File: src/cht_pkg.sv
// Shared types and constants of the coalesced hash table.
package cht_pkg;

  localparam int unsigned KEY_W      = 32;
  localparam int unsigned VAL_W      = 32;
  localparam int unsigned POS_W      = 9;
  localparam int unsigned CFG_W      = 9;
  localparam int unsigned STAT_W     = 2;
  localparam int unsigned HOME_RESET = 220;

  typedef enum logic [1:0] {
    ST_FREE = 2'd0,
    ST_LINK = 2'd1,
    ST_TAIL = 2'd2
  } slot_st_e;

  typedef enum logic [1:0] {
    OP_PUT  = 2'd0,
    OP_GET  = 2'd1,
    OP_DEL  = 2'd2,
    OP_SCAN = 2'd3
  } op_e;

  typedef enum logic [1:0] {
    RES_OK   = 2'd0,
    RES_MISS = 2'd1,
    RES_FULL = 2'd2
  } res_e;

  // Write and start strobes from the controller to the datapath.
  typedef struct packed {
    logic meta_we;
    logic kv_we;
    logic mod_start;
  } cht_cmd_t;

endpackage

File: src/cht_ctrl.sv
// Controller: sequences chain walks, free-slot search, re-placement and scans.
module cht_ctrl #(
  parameter int unsigned CAPACITY = 256
) (
  input  logic                                        clk_i,
  input  logic                                        rst_ni,
  input  logic                                        cfg_we_i,
  input  logic [cht_pkg::CFG_W-1:0]                   cfg_wdata_i,
  input  logic                                        in_valid_i,
  output logic                                        in_ready_o,
  input  logic [1:0]                                  in_kind_i,
  input  logic [cht_pkg::KEY_W-1:0]                   in_key_i,
  input  logic [cht_pkg::VAL_W-1:0]                   in_value_i,
  input  logic [cht_pkg::POS_W-1:0]                   in_pos_i,
  output logic                                        out_valid_o,
  input  logic                                        out_ready_i,
  output logic [cht_pkg::STAT_W-1:0]                  out_status_o,
  output logic [cht_pkg::VAL_W-1:0]                   out_value_o,
  output logic [cht_pkg::KEY_W-1:0]                   out_key_o,
  output logic [cht_pkg::POS_W-1:0]                   out_handle_o,
  output logic [cht_pkg::POS_W-1:0]                   out_total_o,
  output cht_pkg::cht_cmd_t                           cmd_o,
  output logic [$clog2(CAPACITY)-1:0]                 waddr_o,
  output logic [$clog2(CAPACITY)-1:0]                 raddr_o,
  output logic [$clog2(CAPACITY)+1:0]                 meta_wdata_o,
  output logic [cht_pkg::KEY_W+cht_pkg::VAL_W-1:0]    kv_wdata_o,
  output logic [cht_pkg::KEY_W-1:0]                   mod_key_o,
  output logic [$clog2(CAPACITY):0]                   divisor_o,
  input  logic [$clog2(CAPACITY)+1:0]                 meta_rdata_i,
  input  logic [cht_pkg::KEY_W+cht_pkg::VAL_W-1:0]    kv_rdata_i,
  input  logic                                        mod_done_i,
  input  logic [$clog2(CAPACITY)-1:0]                 mod_rem_i
);
  import cht_pkg::*;

  localparam int unsigned IDX_W = $clog2(CAPACITY);
  localparam int unsigned CW    = IDX_W + 1;
  localparam int unsigned SW    = IDX_W + 2;
  localparam int unsigned MW    = IDX_W + 2;

  typedef enum logic [4:0] {
    S_CLR, S_IDLE, S_HASH, S_WRD, S_WCHK, S_FRD, S_FCHK, S_PLINK, S_PTAIL,
    S_DPREV, S_DFREE, S_RP, S_RPCHK, S_RPHASH, S_RPHRD, S_RPHCHK, S_RPFREE,
    S_RPTAIL, S_SRD, S_SCHK, S_DONE
  } state_e;

  state_e             state_q;
  logic [IDX_W-1:0]   clr_q;
  logic [CFG_W-1:0]   home_q;
  logic [CW-1:0]      hc;
  op_e                kind_q;
  logic [KEY_W-1:0]   key_q;
  logic [VAL_W-1:0]   val_q;
  logic [IDX_W-1:0]   e_q;
  logic [IDX_W-1:0]   prev_q;
  logic               has_prev_q;
  logic [IDX_W-1:0]   at_q;
  logic [IDX_W-1:0]   f_q;
  logic [IDX_W-1:0]   orig_link_q;
  logic               orig_is_link_q;
  logic [SW-1:0]      steps_q;
  logic [SW-1:0]      iter_q;
  logic [IDX_W-1:0]   i_q;
  logic [IDX_W-1:0]   cur_q;
  logic [IDX_W-1:0]   r_q;
  logic               last_q;
  logic [KEY_W-1:0]   ckey_q;
  logic [VAL_W-1:0]   cval_q;
  logic [IDX_W:0]     cnt_q;
  res_e               res_status_q;
  logic [VAL_W-1:0]   res_value_q;
  logic [KEY_W-1:0]   res_key_q;
  logic [POS_W-1:0]   res_hnd_q;
  logic               out_valid_q;
  logic [STAT_W-1:0]  out_status_q;
  logic [VAL_W-1:0]   out_value_q;
  logic [KEY_W-1:0]   out_key_q;
  logic [POS_W-1:0]   out_handle_q;
  logic [POS_W-1:0]   out_total_q;

  logic [1:0]         md_st;
  logic [IDX_W-1:0]   md_link;
  logic [KEY_W-1:0]   kd_key;
  logic [VAL_W-1:0]   kd_val;
  logic               w_home_free;
  logic               w_broken;
  logic               w_found;
  logic               w_end;
  logic               rp_follow;
  logic               accept;

  function automatic logic [MW-1:0] meta_word(slot_st_e st, logic [IDX_W-1:0] lnk);
    return {st, lnk};
  endfunction

  assign md_st   = meta_rdata_i[MW-1 -: 2];
  assign md_link = meta_rdata_i[IDX_W-1:0];
  assign kd_key  = kv_rdata_i[KEY_W+VAL_W-1:VAL_W];
  assign kd_val  = kv_rdata_i[VAL_W-1:0];

  // A register value of zero or above the slot count selects all slots as home.
  always_comb begin
    if (home_q == '0 || 32'(home_q) > CAPACITY) begin
      hc = CW'(CAPACITY);
    end else begin
      hc = CW'(home_q);
    end
  end
  assign divisor_o = hc;

  assign accept     = (state_q == S_IDLE) && in_valid_i;
  assign in_ready_o = (state_q == S_IDLE);

  // Chain walk decode on the slot read back in S_WCHK.
  assign w_home_free = (steps_q == '0) && (md_st == ST_FREE);
  assign w_broken    = !w_home_free && ((steps_q > SW'(CAPACITY)) || (md_st == ST_FREE));
  assign w_found     = !w_home_free && !w_broken && (kd_key == key_q);
  assign w_end       = !w_home_free && !w_broken && !w_found && (md_st == ST_TAIL);
  assign rp_follow   = (md_st == ST_LINK) && (steps_q < SW'(CAPACITY));

  always_comb begin
    cmd_o        = '0;
    waddr_o      = e_q;
    raddr_o      = e_q;
    meta_wdata_o = meta_word(ST_FREE, '0);
    kv_wdata_o   = {key_q, val_q};
    mod_key_o    = kd_key;
    case (state_q)
      S_CLR: begin
        cmd_o.meta_we = 1'b1;
        waddr_o       = clr_q;
      end
      S_IDLE: begin
        mod_key_o       = in_key_i;
        cmd_o.mod_start = in_valid_i && (op_e'(in_kind_i) != OP_SCAN);
      end
      S_WCHK: begin
        if (w_found && kind_q == OP_PUT) begin
          cmd_o.kv_we = 1'b1;
        end else if (w_home_free && kind_q == OP_PUT) begin
          cmd_o.meta_we = 1'b1;
          cmd_o.kv_we   = 1'b1;
          meta_wdata_o  = meta_word(ST_TAIL, '0);
        end
      end
      S_FRD: raddr_o = f_q;
      S_PLINK: begin
        cmd_o.meta_we = 1'b1;
        waddr_o       = at_q;
        meta_wdata_o  = meta_word(ST_LINK, f_q);
      end
      S_PTAIL: begin
        cmd_o.meta_we = 1'b1;
        cmd_o.kv_we   = 1'b1;
        waddr_o       = f_q;
        meta_wdata_o  = meta_word(ST_TAIL, '0);
      end
      S_DPREV: begin
        cmd_o.meta_we = has_prev_q;
        waddr_o       = prev_q;
        meta_wdata_o  = meta_word(ST_TAIL, '0);
      end
      S_DFREE: begin
        cmd_o.meta_we = 1'b1;
        waddr_o       = at_q;
      end
      S_RP: raddr_o = i_q;
      S_RPCHK: cmd_o.mod_start = (md_st != ST_FREE);
      S_RPHRD: raddr_o = r_q;
      S_RPHCHK: begin
        waddr_o = r_q;
        if (steps_q == '0 && md_st == ST_FREE) begin
          cmd_o.meta_we = 1'b1;
          cmd_o.kv_we   = 1'b1;
          meta_wdata_o  = meta_word(ST_TAIL, '0);
          kv_wdata_o    = {ckey_q, cval_q};
        end else if (!rp_follow && md_st == ST_TAIL) begin
          cmd_o.meta_we = 1'b1;
          meta_wdata_o  = meta_word(ST_LINK, cur_q);
        end
      end
      S_RPFREE: begin
        cmd_o.meta_we = 1'b1;
        waddr_o       = cur_q;
      end
      S_RPTAIL: begin
        cmd_o.meta_we = 1'b1;
        waddr_o       = cur_q;
        meta_wdata_o  = meta_word(ST_TAIL, '0);
      end
      default: ;
    endcase
  end

  always_ff @(posedge clk_i or negedge rst_ni) begin
    if (!rst_ni) begin
      state_q     <= S_CLR;
      clr_q       <= '0;
      home_q      <= CFG_W'(HOME_RESET);
      cnt_q       <= '0;
      out_valid_q <= 1'b0;
      has_prev_q  <= 1'b0;
      steps_q     <= '0;
      iter_q      <= '0;
      last_q      <= 1'b0;
    end else begin
      if (cfg_we_i) begin
        home_q <= cfg_wdata_i;
      end
      // S_DONE reloads the output register itself.
      if (out_valid_q && out_ready_i && state_q != S_DONE) begin
        out_valid_q <= 1'b0;
      end
      case (state_q)
        S_CLR: begin
          clr_q <= clr_q + 1'b1;
          if (clr_q == IDX_W'(CAPACITY - 1)) begin
            state_q <= S_IDLE;
          end
        end
        S_IDLE: begin
          if (accept) begin
            kind_q       <= op_e'(in_kind_i);
            key_q        <= in_key_i;
            val_q        <= in_value_i;
            res_status_q <= RES_OK;
            res_value_q  <= '0;
            res_key_q    <= '0;
            res_hnd_q    <= '0;
            if (op_e'(in_kind_i) != OP_SCAN) begin
              state_q <= S_HASH;
            end else if (32'(in_pos_i) >= CAPACITY) begin
              res_status_q <= RES_MISS;
              state_q      <= S_DONE;
            end else begin
              e_q     <= IDX_W'(in_pos_i);
              state_q <= S_SRD;
            end
          end
        end
        S_HASH: begin
          if (mod_done_i) begin
            e_q        <= mod_rem_i;
            steps_q    <= '0;
            has_prev_q <= 1'b0;
            state_q    <= S_WRD;
          end
        end
        S_WRD: state_q <= S_WCHK;
        S_WCHK: begin
          if (w_home_free) begin
            if (kind_q == OP_PUT) begin
              cnt_q <= cnt_q + 1'b1;
            end else begin
              res_status_q <= RES_MISS;
            end
            state_q <= S_DONE;
          end else if (w_broken) begin
            res_status_q <= (kind_q == OP_PUT) ? RES_FULL : RES_MISS;
            state_q      <= S_DONE;
          end else if (w_found) begin
            at_q           <= e_q;
            orig_link_q    <= md_link;
            orig_is_link_q <= (md_st == ST_LINK);
            if (kind_q == OP_GET) begin
              res_value_q <= kd_val;
            end
            state_q <= (kind_q == OP_DEL) ? S_DPREV : S_DONE;
          end else if (w_end) begin
            if (kind_q == OP_PUT) begin
              at_q    <= e_q;
              f_q     <= IDX_W'(CAPACITY - 1);
              state_q <= S_FRD;
            end else begin
              res_status_q <= RES_MISS;
              state_q      <= S_DONE;
            end
          end else begin
            prev_q     <= e_q;
            has_prev_q <= 1'b1;
            e_q        <= md_link;
            steps_q    <= steps_q + 1'b1;
            state_q    <= S_WRD;
          end
        end
        // Free-slot search runs from the top slot downward.
        S_FRD: state_q <= S_FCHK;
        S_FCHK: begin
          if (md_st == ST_FREE) begin
            state_q <= S_PLINK;
          end else if (f_q == '0) begin
            res_status_q <= RES_FULL;
            state_q      <= S_DONE;
          end else begin
            f_q     <= f_q - 1'b1;
            state_q <= S_FRD;
          end
        end
        S_PLINK: state_q <= S_PTAIL;
        S_PTAIL: begin
          cnt_q   <= cnt_q + 1'b1;
          state_q <= S_DONE;
        end
        S_DPREV: state_q <= S_DFREE;
        S_DFREE: begin
          if (cnt_q != '0) begin
            cnt_q <= cnt_q - 1'b1;
          end
          if (orig_is_link_q) begin
            i_q     <= orig_link_q;
            iter_q  <= '0;
            last_q  <= 1'b0;
            state_q <= S_RP;
          end else begin
            state_q <= S_DONE;
          end
        end
        // Re-placement: each former successor moves home or joins its chain tail.
        S_RP: begin
          if (iter_q > SW'(CAPACITY)) begin
            state_q <= S_DONE;
          end else begin
            iter_q  <= iter_q + 1'b1;
            cur_q   <= i_q;
            state_q <= S_RPCHK;
          end
        end
        S_RPCHK: begin
          if (md_st == ST_FREE) begin
            state_q <= S_DONE;
          end else begin
            if (md_st == ST_TAIL) begin
              last_q <= 1'b1;
            end else begin
              i_q <= md_link;
            end
            ckey_q  <= kd_key;
            cval_q  <= kd_val;
            state_q <= S_RPHASH;
          end
        end
        S_RPHASH: begin
          if (mod_done_i) begin
            r_q     <= mod_rem_i;
            steps_q <= '0;
            state_q <= S_RPHRD;
          end
        end
        S_RPHRD: state_q <= S_RPHCHK;
        S_RPHCHK: begin
          if (steps_q == '0 && md_st == ST_FREE) begin
            state_q <= S_RPFREE;
          end else if (rp_follow) begin
            r_q     <= md_link;
            steps_q <= steps_q + 1'b1;
            state_q <= S_RPHRD;
          end else if (md_st == ST_TAIL) begin
            state_q <= S_RPTAIL;
          end else begin
            state_q <= S_DONE;
          end
        end
        S_RPFREE, S_RPTAIL: state_q <= last_q ? S_DONE : S_RP;
        S_SRD: state_q <= S_SCHK;
        S_SCHK: begin
          if (md_st != ST_FREE) begin
            res_key_q   <= kd_key;
            res_value_q <= kd_val;
            res_hnd_q   <= POS_W'(32'(e_q) + 32'd1);
            state_q     <= S_DONE;
          end else if (e_q == IDX_W'(CAPACITY - 1)) begin
            res_status_q <= RES_MISS;
            state_q      <= S_DONE;
          end else begin
            e_q     <= e_q + 1'b1;
            state_q <= S_SRD;
          end
        end
        S_DONE: begin
          if (!out_valid_q || out_ready_i) begin
            out_valid_q  <= 1'b1;
            out_status_q <= res_status_q;
            out_value_q  <= res_value_q;
            out_key_q    <= res_key_q;
            out_handle_q <= res_hnd_q;
            out_total_q  <= POS_W'(cnt_q);
            state_q      <= S_IDLE;
          end
        end
        default: state_q <= S_IDLE;
      endcase
    end
  end

  assign out_valid_o  = out_valid_q;
  assign out_status_o = out_status_q;
  assign out_value_o  = out_value_q;
  assign out_key_o    = out_key_q;
  assign out_handle_o = out_handle_q;
  assign out_total_o  = out_total_q;

  a_count_bound: assert property (@(posedge clk_i) disable iff (!rst_ni)
    32'(cnt_q) <= CAPACITY)
    else $error("entry count above slot count");

  a_mod_done_expected: assert property (@(posedge clk_i) disable iff (!rst_ni)
    mod_done_i |-> (state_q == S_HASH || state_q == S_RPHASH))
    else $error("hash result arrived while not waiting for it");

  a_accept_leaves_idle: assert property (@(posedge clk_i) disable iff (!rst_ni)
    accept |=> state_q != S_IDLE)
    else $error("accepted transaction did not start");

endmodule

File: config.mk
export PLATFORM = sky130hd
export DESIGN_NAME = cht_ctrl
export DESIGN_NICKNAME = d
export VERILOG_FILES = /design/src/cht_pkg.sv /design/src/cht_ctrl.sv
export SDC_FILE = /design/constraint.sdc
export NUM_CORES = 1
export LEC_CHECK = 0
export ABC_AREA = 1
export BUFFER_PORTS_ARGS = -buffer_cell sky130_fd_sc_hd__clkbuf_2
export CORE_ASPECT_RATIO = 0.8
export CORE_UTILIZATION = 50
export CTS_CLUSTER_DIAMETER = 60
export CTS_CLUSTER_SIZE = 14
export DETAILED_ROUTE_END_ITERATION = 12
export HOLD_SLACK_MARGIN = 0.12
export PLACE_DENSITY = 0.74
export SLEW_MARGIN = 5
export SYNTH_ARGS = -nofsm -noshare
export SYNTH_HDL_FRONTEND = slang
export SYNTH_SLANG_ARGS = --single-unit
File: constraint.sdc
create_clock -name clk_i -period 18.7 [get_ports clk_i]
set_input_delay 1.87 -clock clk_i [delete_from_list [all_inputs] [get_ports clk_i]]
set_output_delay 1.87 -clock clk_i [all_outputs]
set_load 0.1 [all_outputs]
==> results of run 1 <==
## final cells by class
class                      instances  area share, %
antenna                            1        0.01165
sequential                       408          55.79
multi-input combinational        995          22.78
clock buffer                      50          4.635
timing repair buffer             406          9.631
clock inverter                    12         0.6114
tap                              472          2.748
inverter                         216          3.796
## metrics by stage
step / util, % / power (mW) / worst slack [ns]
6_report: 61.47 / 3.098 / 11.70
5_1_grt: 61.47 / 3.215 / 11.45
4_1_cts: 61.46 / 3.105 / 11.73
3_5_place_dp: 58.24 / 2.369 / 11.73
3_3_place_gp: 58.24 / 2.357 / 11.84
2_1_floorplan: - / 2.126 / 10.39
## cells by family (layout without fill, tap and decap cells)
family	count (synthesis)	count (layout)	share of synthesized area [%]
AO/OA/AOI/OAI	221	221	7.430
XOR/XNOR	41	41	2.014
adder cells (fa/ha/maj)	17	17	1.235
buffers and inverters	257	684	5.550
flip-flops	408	408	67.22
other	0	1	0
AND/OR/NAND/NOR	716	716	16.55
## synth_stat cells, drive strengths merged, types with 4 or more instances
library cell	instances	share of area, %
clkinv	4	0.084
xor2	13	0.64
o21ai	125	3.7
buf	15	0.43
o211ai	9	0.38
nand4	22	0.77
dfstp	5	0.74
o31ai	5	0.21
edfxtp	354	60
dfrtp	49	6.9
a21oi	37	1.1
ha	16	1.1
clkbuf	26	0.55
nor2	161	3.6
nor4	11	0.42
o2111ai	11	0.54
nand3	45	1.3
nor3	20	0.56
xnor2	28	1.4
a221oi	11	0.54
o22ai	14	0.49
nand2	450	9.6
inv	212	4.5
## how the worst max path moves through the flow
stage	to	from
final	cmd_o[2]	meta_rdata_i[9]
after global routing	meta_wdata_o[9]	meta_rdata_i[9]
after CTS	meta_wdata_o[9]	meta_rdata_i[9]
after detailed placement	meta_wdata_o[9]	meta_rdata_i[9]
after global placement	cmd_o[2]	meta_rdata_i[9]
after floorplan	out_handle_o[0]	rst_ni
## flip-flops by register name, indices dropped and copies added, names as in the netlist, 10 cells and up
| name | count |
|---|---|
| ckey_q | 32 |
| cval_q | 32 |
| iter_q | 10 |
| key_q | 32 |
| out_key_o | 32 |
| out_value_o | 32 |
| res_key_q | 32 |
| res_value_q | 32 |
| steps_q | 10 |
| val_q | 32 |
## power by group
part | switching, mW | total (mW) | internal (mW) | leakage, nW
combinational | 0.980 | 1.18 | 0.201 | 4.80
sequential | 0.0628 | 1.18 | 1.12 | 3.90
clock | 0.342 | 0.736 | 0.395 | 0.548
## routing by layer
layer  share of wire [%]  GRT usage [%]  vias up
li1                    -              -     6435
met1                  43          37.48     6455
met2                  44          41.16      705
met3                  11          7.507       75
met4                 1.9          6.460        2
met5                0.11          1.103        -
## worst register-to-register path, delay by kind of cell (launching register included)
family	cells	cell delay, ns
simple gates	5	1.36
buf+inv	3	1.48
flops	1	0.47
==> flow_summary_export.csv, run 1 <==
group,metric,value,unit
drt,drc_errors,0,
synth,ys.flop_type,"edfxtp_1",
cells_and_area,nNetsFinal,2254,
cells_and_area,regArea,11990,µm²
drt,totalWireLength,49580,µm
floorplanning,io_pins,392,
timing,max_freq,142.9,MHz
grt,grt_antenna_before_repair,2,
cells_and_area,syn2layout_area_growth,20.49,%
synth,syn_avg_cell_area,10.74,µm²
timing,rsz0062_at_grt,"false",
worst_setup_path,critPathKind,"input port to output pin",
clocking,cts_hold_buf,0,
grt,grt_usage,26.74,%
placement,io_buffers,391,
power_and_ir_drop,power.density,144.2,nW/µm²
worst_setup_path,slowest_delay,0.70,ns
worst_setup_path,cp_cell_sequence,"clkbuf_2, nor2_1, inv_1, nor2_1, nand2_1, nor2_4, buf_4, inv_2, nand4_1, clkbuf_2",
worst_setup_path,cp_top_family,"buffers and inverters",
clocking,clkTransAtPathRegs,0.07,ns
placement,dp.cells,2497,
clocking,clk_path_buf_depth,3,
worst_setup_path,cp_slowest_cell,"inv_2",
grt,grt-ovfl-total,0,
clocking,cts_resized,0,
hold_path,whs_endpoint,"out_key_o[14]",
cells_and_area,multiInputGateArea,4895,µm²
worst_setup_path,end_kind,"output pin",
outcome,outcome,"finished clean",
timing,finalHoldViolCount,0,
clocking,cts_buffers,38,
timing,skew,0.02333,ns
synth,ys_seq_area_share,67.22,%
placement,post_dp_cell_area,20360,µm²
worst_setup_path,cp.depth,10,
timing,tightest_slew,1.223,ns
worst_setup_path,required,16.83,ns
timing,fin_crit_sh,37.43,%
timing,drv_slew,0,
drt,routed_via_density,5.341,
grt,grt_pass1_wl,73410,µm
floorplanning,die-area,36430,µm²
clocking,htree_num_levels,2,
floorplanning,core_area,34960,µm²
worst_setup_path,timing.rr.end,"cval_q[16]",
hold_path,hold_depth,0,
timing,hold_ws,0.4101,ns
worst_setup_path,rr_worst_depth,8,
timing,finalSetupViolCount,0,
power_and_ir_drop,ir_drop,0.0001103,V
cells_and_area,layout_commonest_cell,"nand2_1",
floorplanning,fp-row-count,61,
synth,yosys_register_bits,408,
drt,first_pass_iters,6,
grt,grt_pass1_vias,13020,
worst_setup_path,worst-path-max-fanout,79,
worst_setup_path,arrival,5.13,ns
clocking,worstSkewPairLatency,0.55,ns
grt,grt_start_max_net_pins,80,
drt,wl_per_cell,19.37,µm
cells_and_area,final.fill_count,2924,
worst_setup_path,cp-start-kind,"input port",
synth,syn_nets,1849,
synth,ys_warn_count,0,
floorplanning,initial_core_util,51.02,%
clocking,root_buffer,"clkbuf_16",
timing,relSlewSlack,18.49,%
clocking,cts_tree,"built",
worst_setup_path,path_buf_inv,5,
cells_and_area,final_area,21490,µm²
floorplanning,die_w,213.1,µm
timing,period_minus_slack,6.999,ns
cells_and_area,instances_no_fill,2560,
drt,antenna_left,0,
cells_and_area,final_cell_mix,"nand2_1, clkbuf_2, edfxtp_1",
hold_path,hold_path.class,"flip-flop to flip-flop",
clocking,cts_num_sinks,408,
synth,synth-edff-count,354,
synth,synth_cells,1660,
clocking,post_cts_buffers,0,
power_and_ir_drop,p_leak,9.249,nW
placement,gp_congestion,0.9625,
floorplanning,fp.dieH,170.9,µm
timing,fin_setup_tns,0,ns
worst_setup_path,r2r_start,"state_q[0]",
worst_setup_path,regToRegSetupSlack,14.90,ns
synth,synthesis.area,17830,µm²
drt,via_count,13670,
cells_and_area,final_layout_size_suffix_gt1_share,24.15,%
drt,drtIter0Drc,1159,
synth,synth-async-reset-ratio,13.24,%
run,maxCapViolations,0,
placement,hpwlAfterDp,35560,µm
hold_path,min_from,"res_key_q[14]",
synth,synth_cell_type_count,46,
No activity file was read; power rests on OpenSTA's default activity.
==> inputs of run 2 (changes only) <==
==> constraint.sdc (replaced) <==
create_clock -name clk_i -period 7.3 [get_ports clk_i]
set_input_delay 0.73 -clock clk_i [delete_from_list [all_inputs] [get_ports clk_i]]
set_output_delay 0.73 -clock clk_i [all_outputs]
set_load 0.1 [all_outputs]
==> run 2 against run 1 <==
Net effect: sequential power rose to 2.6 times the previous value; clock power rose to 2.6 times the previous value; count of clock-buffer cells in the layout up 3; final cell count about the same.
==> flow_summary_export.csv, run 2 (same netlist as run 1, synthesis figures left out) <==
group,metric,value,unit
cells_and_area,nNetsFinal,2253,
drt,via_count,13550,
worst_setup_path,regToRegSetupSlack,3.48,ns
worst_setup_path,path_buf_inv,3,
worst_setup_path,cp-start-kind,"flip-flop",
cells_and_area,finalCoreUtilization,61.59,%
worst_setup_path,worst_path_most_repeated_cell,"nand2_1",
power_and_ir_drop,p_leak,9.268,nW
grt,grt_start_max_net_pins,79,
clocking,clkTransAtPathRegs,0.06,ns
worst_setup_path,slowest_delay,0.66,ns
clocking,clk_path_buf_depth,3,
timing,fin_ws,2.979,ns
cells_and_area,final_area,21530,µm²
drt,drc_errors,0,
grt,grt_pass1_wl,72500,µm
placement,gp_congestion,0.9747,
floorplanning,die-area,36430,µm²
clocking,post_cts_buffers,0,
cells_and_area,final_layout_size_suffix_gt1_share,24.07,%
timing,finalSetupViolCount,0,
power_and_ir_drop,finalPower,7.970,mW
worst_setup_path,end_kind,"output pin",
timing,relSlewSlack,22.81,%
placement,pre_cts_ws,3.388,ns
floorplanning,fp-row-count,61,
drt,routed_via_density,5.298,
drt,drtIter0Drc,1195,
clocking,cts_hold_buf,0,
worst_setup_path,arrival,3.59,ns
worst_setup_path,cp.depth,10,
clocking,htree_num_levels,2,
placement,post_dp_cell_area,20360,µm²
cells_and_area,antenna_cells,0,
timing,max_freq,231.4,MHz
timing,fin_setup_tns,0,ns
drt,antenna_left,0,
cells_and_area,syn2layout_area_growth,20.73,%
grt,grt-ovfl-total,0,
timing,tightest_slew,1.156,ns
clocking,cts_tree,"built",
floorplanning,die_w,213.1,µm
clocking,cts_num_sinks,408,
floorplanning,io_pins,392,
floorplanning,fp.dieH,170.9,µm
floorplanning,initial_core_util,51.02,%
timing,finalHoldViolCount,0,
power_and_ir_drop,power.density,370.2,nW/µm²
clocking,cts_buffers,37,
floorplanning,core_area,34960,µm²
clocking,cts_resized,0,
worst_setup_path,cp_top_family,"buffers and inverters",
worst_setup_path,critPathKind,"flip-flop to output pin",
drt,wl_per_cell,19.11,µm
worst_setup_path,cp_cell_sequence,"inv_1, ha_1, nand3_1, nor4_1, nand2_1, nor2_4, buf_4, nand2_1, o21ai_0, clkbuf_2",
worst_setup_path,cp_slowest_cell,"buf_4",
timing,fin_crit_sh,59.19,%
hold_path,hold_path.class,"input port to asynchronous set/reset pin",
run,maxCapViolations,0,
drt,totalWireLength,48880,µm
placement,hpwlAfterDp,35690,µm
clocking,worstSkewPairLatency,0.54,ns
cells_and_area,layout_commonest_cell,"nand2_1",
outcome,outcome,"finished clean",
grt,grt_pass1_vias,12880,
worst_setup_path,rr_worst_depth,8,
worst_setup_path,required,6.57,ns
cells_and_area,final_cell_mix,"nand2_1, clkbuf_2, edfxtp_1",
timing,skew,0.02031,ns
grt,grt_usage,26.61,%
placement,io_buffers,391,
timing,rsz0062_at_grt,"false",
timing,drv_slew,0,
timing,period_minus_slack,4.321,ns
power_and_ir_drop,ir_drop,0.0003437,V
clocking,root_buffer,"clkbuf_16",
drt,first_pass_iters,6,
worst_setup_path,worst-path-max-fanout,78,
grt,grt_antenna_before_repair,0,
==> run 2: cell types whose count changed in the layout (fill, tap and decap cells not counted), sizes merged <==
| cell | delta |
|---|---|
| clkinv | -2 |
| clkbuf | +3 |
| diode | -1 |
| inv | -4 |
| bufinv | +2 |
==> run 2: layout make-up <==
| class | count | area, µm² |
|---|---|---|
| Clock inverter | 8 | 132.6 |
| Tap cell | 472 | 590.6 |
| Clock buffer | 53 | 1039 |
| Sequential cell | 408 | 11990 |
| Timing Repair Buffer | 406 | 2069 |
| Inverter | 216 | 815.8 |
| Fill cell | 2930 | 13430 |
| Multi-Input combinational cell | 995 | 4895 |
==> run 2: through the flow <==
stage                     instances  hold slack (ns)
after floorplan                1660           0.4003
after global placement         2497           0.4005
after detailed placement       2497           0.4045
after CTS                      2558           0.3501
after global routing           2558           0.3496
final                          2558           0.3559
==> run 2: layer usage <==
layer	track usage, %	wire length [µm]	share of wire, %
met4	7.950	1166	2.4
met1	37.67	21050	43
met3	8.021	5492	11
met5	0	0	0
met2	39.58	21160	43
==> run 2: final timing paths <==
kind	from	to
max	steps_q[0]	kv_wdata_o[63]
min	rst_ni	home_q[0]
max reg2reg	state_q[0]	cval_q[27]
min reg2reg	res_value_q[6]	out_value_o[6]
max in group asynchronous	rst_ni	steps_q[9]
min in group clk_i	in_value_i[14]	val_q[14]
==> run 2: power by group <==
part / leakage (nW) / switching, mW / internal, mW
Combinational: 4.80 / 2.50 / 0.514
Sequential: 3.90 / 0.160 / 2.86
Clock: 0.567 / 0.834 / 1.10
Total: 9.27 / 3.49 / 4.48
==> run 2: worst register-to-register path: cells and delay by family (launching register included) <==
family        cells  cell delay [ns]
simple gates      5             1.80
buf+inv           3             1.19
flops             1             0.45
